### src/sv/bezier_easing_solver_unit_defines.svh
// Assertion macros for the cubic Bezier easing solver.
// Included by the top level; depends on nothing else.
`ifndef BEZIER_EASING_SOLVER_UNIT_DEFINES_SVH
`define BEZIER_EASING_SOLVER_UNIT_DEFINES_SVH

`ifndef NO_ASSERTIONS

`define BES_ASSERT_IMP(lbl, clk, rstn, ante, cons) \
    lbl: assert property (@(posedge clk) disable iff (!(rstn)) (ante) |-> (cons)) \
        else $error("assertion failed: same-cycle implication");

`define BES_ASSERT_NEXT(lbl, clk, rstn, ante, cons) \
    lbl: assert property (@(posedge clk) disable iff (!(rstn)) (ante) |=> (cons)) \
        else $error("assertion failed: next-cycle implication");

`else

`define BES_ASSERT_IMP(lbl, clk, rstn, ante, cons)

`define BES_ASSERT_NEXT(lbl, clk, rstn, ante, cons)

`endif

`endif

### src/sv/bes_pkg.sv
// Shared types, constants and fixed-point helpers of the Bezier easing solver.
// Used by bes_cell, bes_eval and bezier_easing_solver_unit; depends on nothing.
`timescale 1ns / 1ps

package bes_pkg;

    localparam int FRAC_BITS    = 16;
    localparam int FIELD_W      = 17;
    localparam int TOL_W        = 16;
    localparam int W_V          = 28;
    localparam int MAX_ITER_DEF = 12;
    localparam int EVAL_STAGES  = 5;
    localparam int ONE_INT      = 1 << FRAC_BITS;

    localparam logic [TOL_W-1:0]   TOL_RESET = TOL_W'(33);
    localparam logic [FIELD_W-1:0] ONE_F     = FIELD_W'(ONE_INT);

    typedef logic signed [W_V-1:0] t_val;

    localparam t_val ONE_V   = t_val'(ONE_INT);
    localparam t_val T_LIM   = t_val'(2 * ONE_INT);
    localparam t_val T_LIM_N = t_val'(-2 * ONE_INT);

    typedef struct packed {
        logic vld;
        logic done;
        t_val t;
    } t_cell_bus;

    typedef struct packed {
        t_val k0;
        t_val k1;
        t_val k2;
        t_val x;
        t_val tol;
    } t_coef;

    typedef enum logic [1:0] {
        PH_IDLE,
        PH_F2,
        PH_F3,
        PH_UPD
    } t_cell_ph;

    typedef enum logic [1:0] {
        ST_IDLE,
        ST_ITER,
        ST_EVAL,
        ST_DONE
    } t_state;

    function automatic t_val uext_field(input logic [FIELD_W-1:0] v);
        return t_val'({{(W_V - FIELD_W){1'b0}}, v});
    endfunction

    function automatic t_val uext_tol(input logic [TOL_W-1:0] v);
        return t_val'({{(W_V - TOL_W){1'b0}}, v});
    endfunction

    // Fixed-point product; the arithmetic shift floors toward minus infinity.
    function automatic t_val mulq(input t_val a, input t_val b);
        logic signed [2*W_V-1:0] p;
        p = (2*W_V)'(a) * (2*W_V)'(b);
        return t_val'(p >>> FRAC_BITS);
    endfunction

    function automatic t_val sat_t(input t_val v);
        t_val r;
        r = v;
        if (v > T_LIM) begin
            r = T_LIM;
        end else if (v < T_LIM_N) begin
            r = T_LIM_N;
        end
        return r;
    endfunction

endpackage

### src/sv/bes_cell.sv
// One refinement cell of the chain: evaluates the x residual and steps t.
// Depends on bes_pkg.
`timescale 1ns / 1ps

module bes_cell
    import bes_pkg::*;
(
    input  logic      i_clk,
    input  logic      i_rst_n,
    input  t_cell_bus i_prev,
    input  t_coef     i_coef,
    output t_cell_bus o_next
);

    t_cell_ph r_ph, n_ph;
    t_val     r_t, n_t;
    t_val     r_acc, n_acc;
    logic     r_vld, n_vld;
    logic     r_done, n_done;
    t_val     r_tout, n_tout;

    always_comb begin
        n_ph   = r_ph;
        n_t    = r_t;
        n_acc  = r_acc;
        n_vld  = 1'b0;
        n_done = r_done;
        n_tout = r_tout;
        unique case (r_ph)
            PH_IDLE: begin
                if (i_prev.vld) begin
                    if (i_prev.done) begin
                        n_vld  = 1'b1;
                        n_done = 1'b1;
                        n_tout = i_prev.t;
                    end else begin
                        n_t   = i_prev.t;
                        n_acc = mulq(i_coef.k0, i_prev.t) + i_coef.k1;
                        n_ph  = PH_F2;
                    end
                end
            end
            PH_F2: begin
                n_acc = mulq(r_acc, r_t) + i_coef.k2;
                n_ph  = PH_F3;
            end
            PH_F3: begin
                n_acc = mulq(r_acc, r_t) - i_coef.x;
                n_ph  = PH_UPD;
            end
            PH_UPD: begin
                n_vld = 1'b1;
                n_ph  = PH_IDLE;
                if (r_acc <= i_coef.tol && r_acc >= -i_coef.tol) begin
                    n_done = 1'b1;
                    n_tout = r_t;
                end else begin
                    n_done = 1'b0;
                    n_tout = sat_t(r_t - (r_acc >>> 1));
                end
            end
        endcase
    end

    always_ff @(posedge i_clk) begin
        if (!i_rst_n) begin
            r_ph  <= PH_IDLE;
            r_vld <= 1'b0;
        end else begin
            r_ph  <= n_ph;
            r_vld <= n_vld;
        end
    end

    always_ff @(posedge i_clk) begin
        r_t    <= n_t;
        r_acc  <= n_acc;
        r_done <= n_done;
        r_tout <= n_tout;
    end

    assign o_next = '{vld: r_vld, done: r_done, t: r_tout};

endmodule

### config.mk
export PLATFORM = sky130hd
export DESIGN_NAME = bes_cell
export DESIGN_NICKNAME = d
export VERILOG_FILES = /design/src/sv/bezier_easing_solver_unit_defines.svh /design/src/sv/bes_pkg.sv /design/src/sv/bes_cell.sv
export SDC_FILE = /design/constraint.sdc
export NUM_CORES = 2
export LEC_CHECK = 0
export ABC_AREA = 1
export BUFFER_PORTS_ARGS = -buffer_cell sky130_fd_sc_hd__buf_2
export CAP_MARGIN = 20
export CORE_ASPECT_RATIO = 1.4
export CORE_UTILIZATION = 35
export CTS_CLUSTER_DIAMETER = 60
export CTS_CLUSTER_SIZE = 25
export DETAILED_ROUTE_END_ITERATION = 7
export PLACE_DENSITY_LB_ADDON = 0.15
export SLEW_MARGIN = 20
export SYNTH_ARGS = -nofsm -noshare
export SYNTH_HDL_FRONTEND = slang
export SYNTH_SLANG_ARGS = --single-unit
### constraint.sdc
create_clock -name i_clk -period 11.85 [get_ports i_clk]
set_input_delay 0.5925 -clock i_clk [delete_from_list [all_inputs] [get_ports i_clk]]
set_output_delay 0.5925 -clock i_clk [all_outputs]
set_load 0.02 [all_outputs]
==> run summary <==
clock-pin slew of the registers on the worst-case setup and hold paths: 0.08 ns
count of filler cells inserted in the layout: 18700
per-cell via count in the routed design: 4.83
Core Rows: 181
Via Count: 50000
fraction of final layout cells sized beyond drive strength 1: 4.86%
R2R Path Start: r_acc[6]
cells after synthesis: 8093
number of synthesized flops with an enable pin: 85
initial core utilization: 35.2%
Synth cell types: 58
gpl congestion: 0.941
Async SR Flop Fraction: 0%
Hold WC Path Type: in -> reg
number of pins exceeding their max-slew limit in the final report: 0
portion of netlist area occupied by mux cells: 0%
destination of the critical timing path: r_acc[21]
CTS tree: done
most frequent cells in the layout: 2445 x sky130_fd_sc_hd__inv_1, 2136 x sky130_fd_sc_hd__nand2_1, 1341 x sky130_fd_sc_hd__fa_1, 476 x sky130_fd_sc_hd__ha_1, 288 x sky130_fd_sc_hd__nor2_1
required time of the worst setup path: 12.01 ns
Num CTS Buffers: 9
vertical extent of the die: 496 um
largest clock skew in the final design: 0.0205 ns
DRC viols: 0
cell depth of the worst hold path: 3
Finish-stage setup viols: 0
Gates resized, CTS repair: 0
maximum level of the CTS H-tree: 3
XOR/XNOR share of the synthesized area: 2.12%
source of the critical timing path: r_acc[6]
number of hold-slack violations in the final timing report: 0
slew at the pin closest to its max-slew limit: 1.15 ns
max frequency: 99.5 MHz
vias in the first global route: 54100
Critical Path Fanout Max: 17
average instance area after synthesis: 7.54 um2
compound-gate portion of the synthesized area: 4.72%
area fraction in and, or, nand and nor cells after synthesis: 18.0%
most frequently used flop master after synthesis: sky130_fd_sc_hd__edfxtp_1
number of buffers added to fix hold violations after cts: 0
final-layout setup total negative slack: 0 ns
final wirelength: 224000 um
cell repeated most along the worst path: sky130_fd_sc_hd__fa_1
main combinational cell family by area after synthesis: adder cells
CTS sink count: 88
reg2reg path depth: 31
crit path DAT: 10.22 ns
worst relative slew slack: 23.3%
CORE AREA: 173000 um2
die outline width: 355 um
DRC violation total after the first TritonRoute iteration: 2711
category of the worst setup path launch point: flip-flop
Detailed Routing Iterations Pass 1: 7
critical path type: reg -> reg
layout-stage area growth over the synthesis result: 5.93%
Seq/Total Area, Yosys: 4.28%
clock period minus worst slack: 10.05 ns
buffer cell driving the clock tree root: sky130_fd_sc_hd__clkbuf_16
worst skew pair latency: 0.41 ns
number of max-cap violations: 0
number of synthesized register bits: 88
DIE AREA: 176000 um2
count of antenna-violating nets left after detailed routing: 0
buffers from clock root to sink, at most: 2
cell area after synthesis: 61000 um2
antenna violations before repair: 7
outcome: complete, no violations
count of buffers from port buffering: 201
end of the worst register-to-register path: r_acc[21]
setup slack on the worst flop-to-flop path: 1.80 ns
Total Routing Usage GR: 25.9%
Post-Syn Nets: 10100
Post-layout nets: 10100
pin count of the biggest net entering global routing: 55
global route total overflow: 0
# Post-CTS Setup Buffers: 0
number of warning messages in the yosys log: 0
detailed-placement wirelength estimate: 186000 um
portion of the clock cycle consumed by the worst path in the final layout: 84.8%
wire length of the first global-routing pass: 336000 um
Routed WL per cell: 21.6 um
unrepaired setup endpoints after global routing: no
largest incremental delay on the critical path: 1.06 ns
count of boundary I/O pins: 202
most frequent standard cell in the layout excluding fill and tap cells: sky130_fd_sc_hd__inv_1
Max stage delay cell, worst path: sky130_fd_sc_hd__edfxtp_1
CP Capture Type: flip-flop
Adder-Cell Fraction of Synth Area: 53.8%
-- cell usage after synthesis (4+ instances only) --
cell                       number  area, um2
sky130_fd_sc_hd__ha_1         477       5970
sky130_fd_sc_hd__a21boi_0       4       30.0
sky130_fd_sc_hd__nor4_1        11       68.8
sky130_fd_sc_hd__a21oi_2       17        149
sky130_fd_sc_hd__xnor2_1       55        482
sky130_fd_sc_hd__o21bai_1      14        105
sky130_fd_sc_hd__clkbuf_1     230        863
sky130_fd_sc_hd__nor2_2         8       50.1
sky130_fd_sc_hd__buf_1         90        338
sky130_fd_sc_hd__nor3_1        45        225
sky130_fd_sc_hd__o221ai_1       5       43.8
sky130_fd_sc_hd__nand3_1      142        711
sky130_fd_sc_hd__buf_2          7       35.0
sky130_fd_sc_hd__edfxtp_1      85       2550
sky130_fd_sc_hd__a21oi_1      236       1180
sky130_fd_sc_hd__nand2_1     2136       8020
sky130_fd_sc_hd__nand2_2       27        169
sky130_fd_sc_hd__o211ai_1       5       37.5
sky130_fd_sc_hd__inv_1       2445       9180
sky130_fd_sc_hd__or2_2         10       62.6
sky130_fd_sc_hd__a31oi_1       22        138
sky130_fd_sc_hd__o21a_1        18        135
sky130_fd_sc_hd__nand4_1       40        250
sky130_fd_sc_hd__a21o_1        18        135
sky130_fd_sc_hd__nor3_2         6       60.1
sky130_fd_sc_hd__nand3b_1      17        128
sky130_fd_sc_hd__nor2_1       288       1080
sky130_fd_sc_hd__o21ai_0      154        771
sky130_fd_sc_hd__xor2_1        93        815
sky130_fd_sc_hd__fa_1        1341      26800
-- logic make-up after synthesis --
family,Yosys count
adders and majority gates,1818
and+or+nand+nor,2745
buffers and inverters,2781
xor gates and xnor gates,148
DFF,88
AOI/OAI and AO/OA,513
-- worst min-delay path by stage --
stage / endpoint / start / slack, ns
finish: r_vld / i_rst_n / 0.43
global route: r_vld / i_rst_n / 0.41
CTS: r_vld / i_rst_n / 0.39
detailed placement: r_ph[1] / r_ph[1] / 0.51
global placement: r_ph[1] / r_ph[1] / 0.49
floorplan: r_ph[1] / r_ph[1] / 0.47
-- layer usage --
layer	vias to the layer above	GRT usage [%]	part of all wire, %
li1	23000	-	-
met1	25400	27.6	35
met2	1239	49.9	54
met3	378	1.40	3.4
met4	0	15.5	6.9
met5	-	0	0
-- sequential cells by signal, indices dropped and copies added (netlist names) --
name    cells
r_done      1
r_t        28
r_acc      28
r_ph        2
r_vld       1
r_tout     28
-- cell type report --
type	count	area, um2	area share, %
multi-input cells	5224	48000	74.2
inverters	2450	9200	14.2
well taps	2287	2860	4.43
flip-flops and latches	88	2610	4.04
repair buffers	291	1710	2.64
clock buffers	9	225	0.348
clock inverters	7	72.6	0.112
diodes	4	10.0	0.0155
-- worst max-delay path, delay by kind of cell, from the launching register on --
| kind | cells | cell delay [ns] |
|---|---|---|
| compound gates | 9 | 2.23 |
| xor+xnor | 1 | 0.37 |
| fa+ha+maj | 10 | 4.36 |
| buf+inv | 4 | 0.68 |
| flops | 1 | 1.06 |
| simple gates | 7 | 1.05 |
-- per-stage QoR --
step                worst slack, ns  hold WS, ns  std cells  utilization, %  cell area (um2)
detailed placement             1.70        0.514      10300            37.1            64300
global placement               1.69        0.493      10300            37.1            64300
floorplan                      3.73        0.467       8093               -            61000
CTS                            1.77        0.385      10400            37.3            64600
finish                         1.80        0.426      10400            37.3            64700
global route                   1.25        0.408      10400            37.3            64700
Power is left out: the tool's default activity adds up to more than one toggle a clock period on the data nets, which glitch-free logic cannot reach.
